## config.mk

```make
export PLATFORM = sky130hd
export DESIGN_NAME = atcar_cell
export DESIGN_NICKNAME = d
export VERILOG_FILES = /design/src/hw/rtl/atcar_pkg.sv /design/src/hw/rtl/atcar_cell.sv
export SDC_FILE = /design/constraint.sdc
export NUM_CORES = 1
export LEC_CHECK = 0
export BUFFER_PORTS_ARGS = -buffer_cell sky130_fd_sc_hd__buf_2
export CAP_MARGIN = 20
export CORE_AREA = 2 2 97 99
export CTS_CLUSTER_DIAMETER = 50
export DETAILED_ROUTE_END_ITERATION = 10
export DIE_AREA = 0 0 99 101
export GPL_TIMING_DRIVEN = 0
export PLACE_DENSITY = 0.81
export SLEW_MARGIN = 20
export SYNTH_ARGS = -nofsm -noshare
export SYNTH_HDL_FRONTEND = slang
export SYNTH_SLANG_ARGS = --single-unit
```

## constraint.sdc

```tcl
create_clock -name clock -period 15.65 [get_ports clock]
set_clock_uncertainty 0.15 [all_clocks]
set_input_delay 3.13 -clock clock [delete_from_list [all_inputs] [get_ports clock]]
set_output_delay 3.13 -clock clock [all_outputs]
set_load 0.05 [all_outputs]
```

## src/hw/rtl/atcar_pkg.sv

```systemverilog
// Shared types and default sizes for the associative tag cache.
`default_nettype none
package atcar_pkg;

   localparam int NUM_SLOTS_DEF   = 64;
   localparam int AGE_BITS_DEF    = 16;
   localparam int KEY_BITS_DEF    = 48;
   localparam int SLOT_INDEX_BITS = 6;

   typedef enum logic {
      ST_IDLE,
      ST_SCAN
   } state_type;

   typedef struct packed {
      logic valid;
      logic have_empty;
      logic have_old;
      logic hit;
   } scan_ctl_type;

endpackage
`default_nettype wire

```

## src/hw/rtl/atcar_cell.sv

```systemverilog
// One cache slot: key, valid, age, and one stage of the scan wavefront.
`default_nettype none
module atcar_cell
   import atcar_pkg::*;
#(
   parameter int IDX_BITS = 6,
   parameter int AGE_BITS = AGE_BITS_DEF,
   parameter int KEY_BITS = KEY_BITS_DEF
) (
   input  wire logic                clock,
   input  wire logic                reset,
   input  wire logic [IDX_BITS-1:0] slot_id,
   input  wire logic [KEY_BITS-1:0] lookup_key,
   input  wire logic                clear_all,
   input  wire logic                install_en,
   input  wire logic [IDX_BITS-1:0] install_idx,
   input  wire scan_ctl_type        tok_ctl_in,
   input  wire logic [IDX_BITS-1:0] empty_idx_in,
   input  wire logic [IDX_BITS-1:0] old_idx_in,
   input  wire logic [AGE_BITS-1:0] old_age_in,
   input  wire logic [IDX_BITS-1:0] hit_idx_in,
   output scan_ctl_type             tok_ctl_out,
   output logic      [IDX_BITS-1:0] empty_idx_out,
   output logic      [IDX_BITS-1:0] old_idx_out,
   output logic      [AGE_BITS-1:0] old_age_out,
   output logic      [IDX_BITS-1:0] hit_idx_out
);

   logic [KEY_BITS-1:0] key_ff, key_in;
   logic                valid_ff, valid_in;
   logic [AGE_BITS-1:0] age_ff, age_in;
   logic [AGE_BITS-1:0] age_inc;
   logic                match;
   logic                install_sel;

   scan_ctl_type        tok_ctl_ff, tok_ctl_in_nx;
   logic [IDX_BITS-1:0] empty_idx_ff, empty_idx_in_nx;
   logic [IDX_BITS-1:0] old_idx_ff, old_idx_in_nx;
   logic [AGE_BITS-1:0] old_age_ff, old_age_in_nx;
   logic [IDX_BITS-1:0] hit_idx_ff, hit_idx_in_nx;

   always_comb begin
      age_inc     = (age_ff == '1) ? age_ff : age_ff + 1'b1;
      match       = valid_ff && (key_ff == lookup_key);
      install_sel = install_en && (install_idx == slot_id);
   end

   // scan stage
   always_comb begin
      tok_ctl_in_nx   = tok_ctl_in;
      empty_idx_in_nx = empty_idx_in;
      old_idx_in_nx   = old_idx_in;
      old_age_in_nx   = old_age_in;
      hit_idx_in_nx   = hit_idx_in;
      if (tok_ctl_in.valid) begin
         if (!valid_ff) begin
            if (!tok_ctl_in.have_empty) begin
               tok_ctl_in_nx.have_empty = 1'b1;
               empty_idx_in_nx          = slot_id;
            end
         end else begin
            if (!tok_ctl_in.have_old || (age_inc > old_age_in)) begin
               tok_ctl_in_nx.have_old = 1'b1;
               old_idx_in_nx          = slot_id;
               old_age_in_nx          = age_inc;
            end
            if (match && !tok_ctl_in.hit) begin
               tok_ctl_in_nx.hit = 1'b1;
               hit_idx_in_nx     = slot_id;
            end
         end
      end
   end

   // slot state
   always_comb begin
      key_in   = install_sel ? lookup_key : key_ff;
      priority if (clear_all) begin
         valid_in = 1'b0;
      end else if (install_sel) begin
         valid_in = 1'b1;
      end else begin
         valid_in = valid_ff;
      end
      priority if (install_sel) begin
         age_in = '0;
      end else if (tok_ctl_in.valid && valid_ff) begin
         age_in = match ? '0 : age_inc;
      end else begin
         age_in = age_ff;
      end
   end

   always_ff @(posedge clock) begin
      if (reset) begin
         valid_ff   <= 1'b0;
         age_ff     <= '0;
         tok_ctl_ff <= '0;
      end else begin
         valid_ff   <= valid_in;
         age_ff     <= age_in;
         tok_ctl_ff <= tok_ctl_in_nx;
      end
   end

   always_ff @(posedge clock) begin
      key_ff       <= key_in;
      empty_idx_ff <= empty_idx_in_nx;
      old_idx_ff   <= old_idx_in_nx;
      old_age_ff   <= old_age_in_nx;
      hit_idx_ff   <= hit_idx_in_nx;
   end

   assign tok_ctl_out   = tok_ctl_ff;
   assign empty_idx_out = empty_idx_ff;
   assign old_idx_out   = old_idx_ff;
   assign old_age_out   = old_age_ff;
   assign hit_idx_out   = hit_idx_ff;

endmodule
`default_nettype wire

```

* Word level (Yosys, flattened, before mapping)
Cells that the tools add are included.
Word-level totals: register bits after elaboration 103, word-level logic and storage cells 44
Operators by class: add/sub/neg operators 1, magnitude comparators 1, equality and inequality tests 3, muxes and demuxes 19, reduce and logical (&&, ||, !) cells 9
Operators with widths (number):
- 16-bit 2-to-1 mux | 5
- 6-bit 2-to-1 mux | 9
- 48-bit equality test | 1
- 16-bit by 1-bit adder with 16-bit output (second input constant) | 1
- 16-bit equality test (second input constant) | 1
- 16-bit greater-than comparator | 1
- 6-bit equality test | 1
- 1-bit logical AND | 4
- 2-bit OR reduction | 2
- 1-bit 2-to-1 mux | 3
- 3-bit 2-to-1 mux | 1
- 1-bit logical NOT | 2
- 2-bit 2-to-1 mux | 1
- 1-bit logical OR | 1

* Depth between registers and ports, before layout
Gate-level depths: netlist of the first run.
depth after elaboration 7, depth in mapped cells 13

* Least setup slack after synthesis of the first run
No wires, ideal clock.
path kind input to register, from input slot_id[3], to register age_ff[10], library setup time 0.132 ns, data arrival time 9.110 ns, required time 15.368 ns, path slack 6.258 ns, stages 6, path through xor2_1 -> nor4_1 -> or2_2 -> buf_2 -> clkbuf_1 -> a21oi_1
Between the ends: word-level cells in the longest chain between the ends 3
RTL lines:
- from (decl) | RTL line atcar_cell.sv:12 | input wire logic [IDX_BITS-1:0] slot_id,
- 6-bit equality test | RTL line atcar_cell.sv:45 | install_sel = install_en && (install_idx == slot_id);
- 1-bit logical AND | RTL line atcar_cell.sv:45
- net install_sel | RTL line atcar_cell.sv:34 | logic install_sel;
- 2-bit OR reduction (no line)
- to (signal assigned) | RTL line atcar_cell.sv:101 | age_ff <= age_in;
- to (decl) | RTL line atcar_cell.sv:31 | logic [AGE_BITS-1:0] age_ff, age_in;
The timed path passes the listed nets, and every way through them passes these cells. A chain may end at the register's enable or synchronous reset.

* Worst setup path in the final report of the first run
from input old_age_in[13], to register old_age_ff[12], in the netlist old_age_out[12]
Between the ends: word-level cells in the longest chain between the ends 5
RTL lines:
- from (decl) | RTL line atcar_cell.sv:20 | input wire logic [AGE_BITS-1:0] old_age_in,
- 16-bit greater-than comparator | RTL line atcar_cell.sv:62 | if (!tok_ctl_in.have_old || (age_inc > old_age_in)) begin
- 1-bit logical OR | RTL line atcar_cell.sv:62
- 16-bit 2-to-1 mux | RTL line atcar_cell.sv:62
- 16-bit 2-to-1 mux | RTL line atcar_cell.sv:56 | if (!valid_ff) begin
- 16-bit 2-to-1 mux | RTL line atcar_cell.sv:55 | if (tok_ctl_in.valid) begin
- net old_age_in_nx[12] | RTL line atcar_cell.sv:39 | logic [AGE_BITS-1:0] old_age_ff, old_age_in_nx;
- to (signal assigned) | RTL line atcar_cell.sv:110 | old_age_ff <= old_age_in_nx;
- to (decl) | RTL line atcar_cell.sv:39
The timed path passes the listed nets, and every way through them passes these cells.

==> summary.txt, run 1 <==
Clock tree
  – CTS tree: built
  – Worst-Skew Late Latency: 0.35 ns
  – Root Driver: clkbuf_8
  – Clock Pin Slew Worst Setup and Hold Paths: 0.11 ns
  – Post-CTS Setup Repair Bufs: 0
  – Clk sink count: 103
  – Cts bufs inserted: 9
  – Post-CTS Resized: 0
  – Clock buffer depth: 2
  – Post-CTS Hold Buffers: 0
  – H-tree levels: 3

Synth
  – Yosys cell types: 40
  – Count leader, synth: dfxtp_1
  – Yosys top cell area share: 30.7%
  – Sequential area share after synthesis: 54.2%
  – Top post-synthesis cells by area: edfxtp_1 (31%), dfxtp_1 (23%), xnor2_1 (9.7%)
  – Yosys warns: 0
  – Post-Syn Nets: 518
  – Leading area contributor after synthesis: edfxtp_1
  – Post-Syn Area per Cell: 11.7 sq um
  – Dominant synthesized flop cell: dfxtp_1
  – Synth cell count leaders: dfxtp_1 (55), xnor2_1 (52), edfxtp_1 (48)
  – Share of synthesized flip-flops with an asynchronous set or reset: 0%
  – Yosys reg bits: 103
  – Number of synthesized flops with an enable pin: 48
  – Mapped Cells: 399
  – Post-Syn Area: 4690 sq um

Floorplanning
  – Core area: 8980 sq um
  – Row cnt: 35
  – Die width: 99 microns
  – Ports: 140
  – Initial Utilization: 52.2%
  – Die Y: 101 microns
  – Die area: 10000 sq um

Timing
  – Tcrit/Tclk final: 32.1%
  – # setup viols final: 0
  – Slew HR: 36.1%
  – RSZ-0062 raised after global routing: no
  – Post-route worst setup slack: 10.62 ns
  – Tightest Pin Transition: 0.956 ns
  – Max Fclk: 0.199 GHz
  – Fin Setup TNS: 0 ns
  – Max Slew Vio Count: 0
  – WHS: 0.348 ns
  – Hold Vio Cnt, Final: 0
  – Period minus WS final: 5.03 ns

Cells and area
  – Fin util: 64.1%
  – Share of cells above drive strength 1: 37.7%
  – ANT cells: 0
  – Area growth, synth to finish: 22.8%
  – Finished Cell Area: 5760 sq um
  – Final #Nets: 676
  – Finished Layout Cells: 673
  – Fill count: 711

Detailed routing
  – Avg WL per Cell: 15.4 microns
  – Via count: 3,554
  – Routed wl met3: 688 microns
  – Routed wire length: 10.3 mm
  – Iteration-0 DRC Markers: 121
  – Detail Route Antenna Nets: 0
  – 1st-pass router iterations: 4
  – Avg Vias per Cell: 5.28
  – Met2 WL: 5.35 mm
  – DRC Markers: 0
  – Top Layer Used: met5
  – Wire length on met1: 4.07 mm

Placement
  – Worst slack at placement: 10.26 ns
  – Dpl hpwl: 8.26 mm
  – Port bufs: 139
  – Routability congestion estimate: 0.953
  – Placed cell area: 5580 sq um
  – Inst Count DP: 657

Critical path
  – Startpoint types: input pin
  – CP Buf/Inv Count: 3
  – Ordered cell list for the critical path: buf_2, inv_1, ha_1, nand4_1, nor2_1, o31ai_1, a21boi_1, buf_2, mux2_2
  – WP depth: 9
  – Slowest-stage cell, CP: mux2_2
  – Crit-path max cell delay: 0.38 ns
  – Arr. time, crit path: 5.13 ns
  – Most frequent CP cell: buf_2
  – Critical Path RT: 15.75 ns
  – CP Class: input pin to flop
  – Crit path max-delay family: compound AO/OA/AOI/OAI gates
  – Crit. End Element: flop
  – CP Max Fanout: 10
  – R2R cell count: 12

GRT
  – First-pass GRT wire length: 16.5 mm
  – Initial antenna violation count: 1
  – Largest net degree at the start of global routing: 19
  – Tot GR Track Use: 20.9%
  – Vias in the first global route: 3,584
  – Grt ovf: 0

Hold path
  – Worst hold path type: flop to flop
  – WHS Path Cells: 2

Pwr
  – PwrDens: 88.6 nW/um^2
  – Worst VDD drop: 68.0 uV
  – Pwr Total: 0.510 mW
  – Static leakage: 2.37 nW

Flow run
  – Max-Cap Viols: 0

Status
  – Status: complete, no violations
[layout make-up]
| type | count | area, sq um | share of cell area [%] |
|---|---|---|---|
| timing repair buffer | 147 | 743 | 12.9 |
| clock inverter | 7 | 55.1 | 0.957 |
| tap | 111 | 139 | 2.41 |
| clock buffer | 9 | 124 | 2.15 |
| buffer | 9 | 37.5 | 0.652 |
| inverter | 18 | 67.6 | 1.17 |
| sequential | 103 | 2540 | 44.2 |
| multi-input combinational | 269 | 2050 | 35.6 |
[layout by cell type (no fill, tap or decap), types with 2 or more instances in the layout]
master,Yosys,routed
nand4_1,20,20
xnor2_1,52,52
nand3_1,23,23
o21ai_0,4,4
nor3_4,2,2
nor2b_1,4,4
clkbuf_8,0,9
a21o_1,2,2
dfxtp_1,55,55
a21oi_1,27,27
edfxtp_1,48,48
or4_1,2,2
ha_1,17,17
a31oi_1,3,3
buf_2,3,147
nor4_2,3,4
inv_1,18,18
or2_2,2,2
nor2_1,14,14
and4_1,2,2
nor3_1,3,3
clkbuf_1,6,6
nand2_1,24,24
nor3b_1,2,2
inv_6,0,3
buf_4,0,3
xor2_1,10,10
mux2_2,37,37
[metal layers]
layer	vias up	global-route usage (%)
li1	1751	-
met1	1674	24.5
met2	105	36.2
met3	22	6.24
met4	2	7.90
met5	-	0
[final timing paths]
check | to | slack (ns) | startpoint
max | old_age_out[12]$_DFF_P_ | 10.62 | old_age_in[13]
min | age_ff[6]$_SDFFE_PP0P_ | 0.35 | age_ff[6]$_SDFFE_PP0P_
max reg2reg | old_age_out[12]$_DFF_P_ | 11.85 | age_ff[0]$_SDFFE_PP0P_
min reg2reg | age_ff[6]$_SDFFE_PP0P_ | 0.35 | age_ff[6]$_SDFFE_PP0P_
[cell families after synthesis]
family | after synthesis | synth area share, %
buffers and inverters | 27 | 2.24
muxes | 39 | 9.34
AOI/OAI and AO/OA | 42 | 5.04
DFF | 103 | 54.2
adders and majority gates | 17 | 4.54
and+or+nand+nor | 109 | 13.0
xor gates and xnor gates | 62 | 11.6
[flip-flops by register name (all words and copies together) (netlist names)]
signal,flops
old_idx_out,6
hit_idx_out,6
valid_ff,1
old_age_out,16
age_ff,16
key_ff,48
empty_idx_out,6
tok_ctl_out,4
[worst reg2reg max path: cells and delay by family (launching register included)]
kind            cells  cell delay, ns
simple gates        5            0.92
fa+ha+maj           2            0.59
buf+inv             1            0.34
flops               1            0.44
mux                 2            0.77
compound gates      2            0.48
[where the power goes]
part / internal, mW / switching, mW
registers: 0.288 / 0.00192
logic: 0.0248 / 0.0389
clock network: 0.0602 / 0.0955
total: 0.373 / 0.136
No activity file was read; power rests on OpenSTA's default activity.
==> run 2: changes to the inputs <==
--- a/config.mk
+++ b/config.mk
@@ -5,14 +5,15 @@
 export SDC_FILE = /design/constraint.sdc
 export NUM_CORES = 1
 export LEC_CHECK = 0
+export ABC_AREA = 1
 export BUFFER_PORTS_ARGS = -buffer_cell sky130_fd_sc_hd__buf_2
 export CAP_MARGIN = 20
-export CORE_AREA = 2 2 97 99
+export CORE_AREA = 2 2 106 108
 export CTS_CLUSTER_DIAMETER = 50
 export DETAILED_ROUTE_END_ITERATION = 10
-export DIE_AREA = 0 0 99 101
+export DIE_AREA = 0 0 108 110
 export GPL_TIMING_DRIVEN = 0
-export PLACE_DENSITY = 0.81
+export PLACE_DENSITY = 0.79
 export SLEW_MARGIN = 20
 export SYNTH_ARGS = -nofsm -noshare
 export SYNTH_HDL_FRONTEND = slang
==> constraint.sdc (replaced) <==
create_clock -name clock -period 5.1 [get_ports clock]
set_clock_uncertainty 0.15 [all_clocks]
set_input_delay 1.02 -clock clock [delete_from_list [all_inputs] [get_ports clock]]
set_output_delay 1.02 -clock clock [all_outputs]
set_load 0.05 [all_outputs]
==> run 2 against run 1 <==
Register-to-register slack got worse by 10 ns; final area grew 17%; first-iteration DRC count is 140% higher; total power increased to 3.2 times the previous value; count of clock-buffer cells in the layout grew 1; final cell count up 49%; highest routed layer is now met4; critical path type is now flop to flop; flip-flop and latch count unchanged.
==> summary.txt, run 2 <==
Placement
  – Dpl hpwl: 9.75 mm (+18%)
  – Routability congestion estimate: 0.911 (-4.4%)
  – Inst Count DP: 990 (+51%)
  – Placed cell area: 6520 sq um (+17%)
  – Port bufs: 139 (unchanged)

Floorplanning
  – Die Y: 110 microns (+8.9%)
  – Die area: 11,900 sq um (+19%)
  – Core area: 10,700 sq um (+19%)
  – Die width: 108 microns (+9.1%)
  – Ports: 140 (unchanged)
  – Row cnt: 38 (+8.6%)
  – Initial Utilization: 52.8% (+0.62 points)

Clock tree
  – Worst-Skew Late Latency: 0.37 ns (+0.02 ns)
  – Clk sink count: 103 (unchanged)
  – Cts bufs inserted: 9 (unchanged)
  – Clock Pin Slew Worst Setup and Hold Paths: 0.10 ns (about the same)
  – H-tree levels: 3 (unchanged)
  – Post-CTS Resized: 0 (unchanged)
  – Root Driver: clkbuf_8
  – CTS tree: built
  – Clock buffer depth: 2 (unchanged)
  – Post-CTS Setup Repair Bufs: 0 (unchanged)
  – Post-CTS Hold Buffers: 0 (unchanged)

Synth
  – Post-Syn Area per Cell: 7.95 sq um (-32%)
  – Yosys warns: 0 (unchanged)
  – Yosys cell types: 40 (unchanged)
  – Sequential area share after synthesis: 45.0% (-9.3 points)
  – Post-Syn Nets: 830 (+60%)
  – Number of synthesized flops with an enable pin: 48 (unchanged)
  – Share of synthesized flip-flops with an asynchronous set or reset: 0% (unchanged)
  – Count leader, synth: nand2_1
  – Post-Syn Area: 5650 sq um (+21%)
  – Synth cell count leaders: nand2_1 (241), inv_1 (103), nor2_1 (60)
  – Leading area contributor after synthesis: edfxtp_1
  – Yosys top cell area share: 25.5% (-5.2 points)
  – Mapped Cells: 711 (+78%)
  – Dominant synthesized flop cell: dfxtp_1
  – Yosys reg bits: 103 (unchanged)
  – Top post-synthesis cells by area: edfxtp_1 (25%), dfxtp_1 (19%), nand2_1 (16%)

Flow run
  – Max-Cap Viols: 0 (unchanged)

Cells and area
  – Commonest non-fill, non-tap cells in the layout: nand2_1 (241), buf_2 (145), inv_1 (103), nor2_1 (60), dfxtp_1 (55)
  – Max reg flops: 48 (unchanged)
  – Share of cells above drive strength 1: 25.6% (-12 points)
  – Area growth, synth to finish: 18.8%
  – Final #Nets: 980 (+45%)
  – Commonest non-fill, non-tap cell in the layout: nand2_1
  – ANT cells: 0 (unchanged)
  – Biggest register: key_ff
  – Fill count: 958 (+35%)
  – Finished Layout Cells: 1,006 (+49%)
  – Finished Cell Area: 6720 sq um (+17%)

Timing
  – Tcrit/Tclk final: 65.1%
  – Tightest Pin Transition: 1.02 ns (+0.0658 ns)
  – Hold Vio Cnt, Final: 0 (unchanged)
  – Max Slew Vio Count: 0 (unchanged)
  – # setup viols final: 0 (unchanged)
  – Slew HR: 31.8% (-4.3 points)
  – Period minus WS final: 3.32 ns
  – Fin Setup TNS: 0 ns (unchanged)
  – Max Fclk: 0.301 GHz
  – RSZ-0062 raised after global routing: no

GRT
  – Largest net degree at the start of global routing: 50 (+31)
  – Vias in the first global route: 4,411 (+23%)
  – Initial antenna violation count: 0 (-1)
  – Tot GR Track Use: 21.2% (+0.36 points)
  – Grt ovf: 0 (unchanged)
  – First-pass GRT wire length: 19.8 mm (+20%)

Critical path
  – Startpoint types: flop
  – Arr. time, crit path: 3.49 ns (-1.64 ns)
  – Setup crit start: age_ff[1]$_SDFFE_PP0P_
  – CP Max Fanout: 10 (unchanged)
  – Worst r2r src: age_ff[1]$_SDFFE_PP0P_
  – CP Class: flop to flop
  – Crit. End Element: flop
  – Critical Path RT: 5.26 ns (-10.49 ns)

Detailed routing
  – Via count: 4,692 (+32%)
  – Iteration-0 DRC Markers: 291 (+140%)
  – Routed wire length: 12.3 mm (+19%)
  – 1st-pass router iterations: 5 (+1)
  – DRC Markers: 0 (unchanged)
  – Avg Vias per Cell: 4.66 (-12%)
  – Detail Route Antenna Nets: 0 (unchanged)
  – Avg WL per Cell: 12.3 microns (-20%)

Pwr
  – Worst VDD drop: 171 uV (+150%)
  – PwrDens: 244 nW/um^2 (+180%)
  – Static leakage: 3.41 nW (+44%)

Hold path
  – Worst hold path type: flop to flop
  – Hold_sp: valid_ff$_SDFFE_PP0P_

Status
  – Status: complete, no violations
[run 2: cell count changes in the layout (fill, tap and decap cells not counted), moves of 14 or more]
cell	change
a21oi_1	-14
nor2_1	+46
nand4_1	-14
nand2_1	+217
mux2_2	-35
inv_1	+85
nand3_1	+19
xnor2_1	-33
[run 2: worst max-delay path, stage by stage (launching register included)]
cell and delay (ns):
dfxtp_1 0.39, ha_1 0.22, nand2_1 0.11, nor3_1 0.29
nand3_1 0.17, xor2_1 0.24, nand2_4 0.08, ha_1 0.30
nand4_1 0.12, nor2_1 0.27, nand4_1 0.12, nand2_1 0.11
nand2_1 0.12, nand2_1 0.14, buf_2 0.26, nand2_1 0.09
nand2_1 0.07
[run 2: worst paths after layout]
path	to	slack, ns	cells past startpoint
hold / removal	valid_ff$_SDFFE_PP0P_	0.36	2
setup / recovery	old_age_out[4]$_DFF_P_	1.78	16
hold reg to reg	valid_ff$_SDFFE_PP0P_	0.36	2
setup reg to reg	old_age_out[4]$_DFF_P_	1.78	16
[run 2: stage by stage]
| step | hold WS (ns) | util [%] | total power, mW | worst slack [ns] |
|---|---|---|---|---|
| 6_report | 0.360 | 62.8 | 1.64 | 1.78 |
| 5_1_grt | 0.380 | 62.8 | 1.71 | 1.54 |
| 2_1_floorplan | 0.319 | - | 1.05 | 2.32 |
| 4_1_cts | 0.359 | 62.8 | 1.65 | 1.80 |
| 3_3_place_gp | 0.340 | 61.0 | 1.13 | 1.74 |
| 3_5_place_dp | 0.345 | 61.0 | 1.14 | 1.76 |
[run 2: kinds of logic after synthesis]
family                   Yosys count  share of synthesized area, %
AO/OA/AOI/OAI                     43                          4.96
XOR/XNOR                          37                          5.73
adder cells (fa/ha/maj)           17                          3.76
buffers and inverters            123                          9.10
flip-flops                       103                          45.0
multiplexers                       2                         0.398
AND/OR/NAND/NOR                  386                          31.1
[run 2: power breakdown]
group,switching (mW),internal (mW)
Sequential,0.00716,0.887
Clock,0.295,0.231
Combinational,0.147,0.0754
[run 2: per-layer routing]
metal | track usage [%] | up-vias | share of wire [%]
li1 | - | 2514 | -
met1 | 27.1 | 2047 | 44
met2 | 36.1 | 110 | 48
met3 | 3.35 | 21 | 5.5
met4 | 9.07 | 0 | 2.4
met5 | 0 | - | 0
[run 2: final cells by class]
type                       count  area, sq um  area share [%]
tap                          140          175            2.61
clock buffer                  10          128            1.90
multi-input combinational    485         2600            38.6
timing repair buffer         139          696            10.4
inverter                     110          415            6.18
sequential                   103         2540            37.8
buffer                        13         98.8            1.47
clock inverter                 6         66.3           0.987
==> run 3: changes to the inputs <==
--- a/config.mk
+++ b/config.mk
@@ -5,15 +5,15 @@
 export SDC_FILE = /design/constraint.sdc
 export NUM_CORES = 1
 export LEC_CHECK = 0
-export ABC_AREA = 1
+export ABC_AREA = 0
 export BUFFER_PORTS_ARGS = -buffer_cell sky130_fd_sc_hd__buf_2
 export CAP_MARGIN = 20
-export CORE_AREA = 2 2 106 108
+export CORE_AREA = 2 2 98 100
 export CTS_CLUSTER_DIAMETER = 50
 export DETAILED_ROUTE_END_ITERATION = 10
-export DIE_AREA = 0 0 108 110
+export DIE_AREA = 0 0 100 102
 export GPL_TIMING_DRIVEN = 0
-export PLACE_DENSITY = 0.79
+export PLACE_DENSITY = 0.8
 export SLEW_MARGIN = 20
 export SYNTH_ARGS = -nofsm -noshare
 export SYNTH_HDL_FRONTEND = slang
==> constraint.sdc (replaced) <==
create_clock -name clock -period 3.4 [get_ports clock]
set_clock_uncertainty 0.15 [all_clocks]
set_input_delay 0.68 -clock clock [delete_from_list [all_inputs] [get_ports clock]]
set_output_delay 0.68 -clock clock [all_outputs]
set_load 0.05 [all_outputs]
==> run 3 against run 2 <==
The run now ends with setup timing left; flip-flop and latch count is the same; total power grew 49%; critical path type unchanged; highest routed layer is now met5; sequential share of layout area grew 3.6 points; sequential power grew 49%; critical endpoint is now old_age_out[1]$_DFF_P_; clock power grew 54%; combinational power grew 37%; count of clock-buffer cells in the layout shrank 1; final area shrank 7.2%; global-route usage shrank 0.10 points.
==> summary.txt, run 3 (synthesis results as in run 1) <==
Cells and area
  – Share of cells above drive strength 1: 47.6% (+22 points)
  – Fill count: 674 (-30%)
  – Biggest register: key_ff
  – Area growth, synth to finish: 33.0%
  – ANT cells: 0 (unchanged)
  – Commonest non-fill, non-tap cell in the layout: buf_2
  – Finished Cell Area: 6240 sq um (-7.2%)
  – Final #Nets: 690 (-30%)
  – Fin util: 68.5% (+5.7 points)
  – Max reg flops: 48 (unchanged)
  – Commonest non-fill, non-tap cells in the layout: buf_2 (139), xnor2_1 (50), edfxtp_1 (48), dfxtp_1 (39), mux2_2 (35)

GRT
  – Grt ovf: 0 (unchanged)
  – M2 GR Usage: 38.0% (+2.0 points)
  – Grt peak-use layer: met2
  – GR Layer Usage met3: 5.20% (+1.8 points)
  – First-pass GRT wire length: 17.1 mm (-14%)
  – Met1 Track Usage GR: 24.1% (-3.0 points)
  – Tot GR Track Use: 21.1% (-0.10 points)
  – Initial antenna violation count: 1 (+1)
  – Vias in the first global route: 3,700 (-16%)
  – Largest net degree at the start of global routing: 20 (-60%)

Pwr
  – Worst VDD drop: 265 uV (+55%)
  – Int Power: 1.79 mW (+50%)
  – Switching share of power: 26.5% (-0.81 points)
  – Sw power: 0.648 mW (+44%)
  – Static leakage: 2.56 nW (-25%)
  – PwrDens: 392 nW/um^2 (+60%)
  – Seq pwr share: 54.4% (about the same)
  – Clock share of power: 33.2% (+1.2 points)
  – Logic gate share of total power: 12.4% (-1.1 points)

Timing
  – Tcrit/Tclk final: 101% (+35 points)
  – Max Slew Vio Count: 0 (unchanged)
  – WHS: 0.329 ns (-0.0308 ns)
  – Slew HR: 47.6% (+16 points)
  – # setup viols final: 5 (+5)
  – Max Fclk: 0.293 GHz (-2.8%)
  – Post-route worst setup slack: -0.0170 ns (-1.79 ns)
  – Period minus WS final: 3.42 ns (+0.0947 ns)
  – Hold Vio Cnt, Final: 0 (unchanged)
  – Tightest Pin Transition: 0.780 ns (-0.242 ns)

Floorplanning
  – Core area: 9110 sq um (-15%)
  – Initial Utilization: 51.5% (-1.4 points)
  – Die Y: 102 microns (-7.3%)
  – Die area: 10,200 sq um (-14%)
  – Row cnt: 35 (-7.9%)
  – Ports: 140 (unchanged)
  – Die width: 100 microns (-7.4%)

Placement
  – Port bufs: 139 (unchanged)
  – Dpl hpwl: 8.15 mm (-16%)
  – Routability congestion estimate: 0.935 (+2.6%)
  – Placed cell area: 5610 sq um (-14%)

Clock tree
  – Clock Pin Slew Worst Setup and Hold Paths: 0.11 ns (about the same)
  – H-tree levels: 3 (unchanged)
  – Post-CTS Hold Buffers: 0 (unchanged)
  – Clk sink count: 103 (unchanged)
  – Clock buffer depth: 2 (unchanged)
  – Worst-Skew Late Latency: 0.36 ns (about the same)
  – Root Driver: clkbuf_8
  – Cts bufs inserted: 9 (unchanged)
  – CTS tree: built

Status
  – Status: complete, but fails checks
  – Violated checks: setup timing

Critical path
  – CP Class: flop to flop
  – Startpoint types: flop
  – CP Max Fanout: 5 (-5)
  – Critical Path RT: 3.51 ns (-1.75 ns)
  – R2R cell count: 14 (-2)
  – Arr. time, crit path: 3.53 ns (+0.04 ns)
  – Crit. End Element: flop

Flow run
  – Max-Cap Viols: 0 (unchanged)

Detailed routing
  – Routed wire length: 11.7 mm (-5.0%)
  – Iteration-0 DRC Markers: 208 (-29%)
  – Avg Vias per Cell: 5.48 (+17%)
  – 1st-pass router iterations: 6 (+1)
  – Avg WL per Cell: 17.1 microns (+39%)
  – Detail Route Antenna Nets: 0 (unchanged)
  – Via count: 3,762 (-20%)
  – DRC Markers: 0 (unchanged)

Hold path
  – Worst hold path type: input pin to flop
  – WHS Path Cells: 2 (unchanged)
-- run 3: changes by cell type in the layout (fill, tap and decap cells not counted), sizes merged, moves of 14 or more --
cell | previous run | this run
nand2 | 252 | 24
nand3 | 55 | 24
nand4 | 6 | 20
xnor2 | 19 | 52
nor2 | 67 | 14
mux2 | 2 | 38
buf | 150 | 164
inv | 112 | 21
-- run 3: metrics by stage --
step                setup TNS, ns  instances  total power, mW  setup WS, ns
floorplan                   -2.01        399             1.54        -0.204
global placement           -51.02        649             1.65         -1.02
detailed placement          -7.75        653             1.66        -0.404
CTS                             0        674             2.47       0.00406
global route                -2.03        687             2.53        -0.121
finish                    -0.0471        687             2.44       -0.0170
-- run 3: worst paths after layout --
| check | from | endpoint | slack [ns] |
|---|---|---|---|
| min | clear_all | valid_ff$_SDFFE_PP0P_ | 0.33 |
| max reg2reg | age_ff[9]$_SDFFE_PP0P_ | old_age_out[1]$_DFF_P_ | -0.02 |
| max | age_ff[9]$_SDFFE_PP0P_ | old_age_out[1]$_DFF_P_ | -0.02 |
| min reg2reg | age_ff[10]$_SDFFE_PP0P_ | age_ff[10]$_SDFFE_PP0P_ | 0.34 |
-- run 3: layer usage --
layer | wire length (microns) | share of wire [%]
met3 | 814 | 6.9
met2 | 6170 | 53
met4 | 344 | 2.9
met5 | 16 | 0.14
met1 | 4370 | 37
-- run 3: timing repair --
action | CTS | global route
gates cloned | 0 | 2
hold endpoints to repair | 0 | 0
setup endpoints to repair | 22 | 22
pin swaps | 5 | 15
setup buffers | 5 | 11
resized for setup | 20 | 58
-- run 3: critical path, cell delays in order (launching register included) --
cell	delay [ns]
dfxtp_4	0.42
nand4_1	0.18
nor3_4	0.27
buf_6	0.16
nand2_4	0.09
mux2_4	0.34
ha_4	0.27
nor2b_1	0.14
o211ai_1	0.13
a21oi_2	0.22
o31ai_4	0.11
a21boi_2	0.19
buf_4	0.14
buf_4	0.16
mux2_2	0.34
-- run 3: layout make-up --
type	count	area (sq um)	area share [%]
clock inverter	7	86.3	1.38
sequential	103	2590	41.5
multi-input combinational	269	2280	36.6
timing repair buffer	161	891	14.3
inverter	18	67.6	1.08
buffer	9	60.1	0.963
tap	111	139	2.23
clock buffer	9	124	1.99
-- run 3: power by group through the flow --
stage | Combinational [mW] | Clock (mW) | Sequential (mW)
final | 0.304 | 0.811 | 1.33
after global routing | 0.325 | 0.877 | 1.33
after CTS | 0.303 | 0.830 | 1.34
after detailed placement | 0.299 | 0 | 1.36
after global placement | 0.291 | 0 | 1.36
after floorplan | 0.0860 | 0 | 1.46
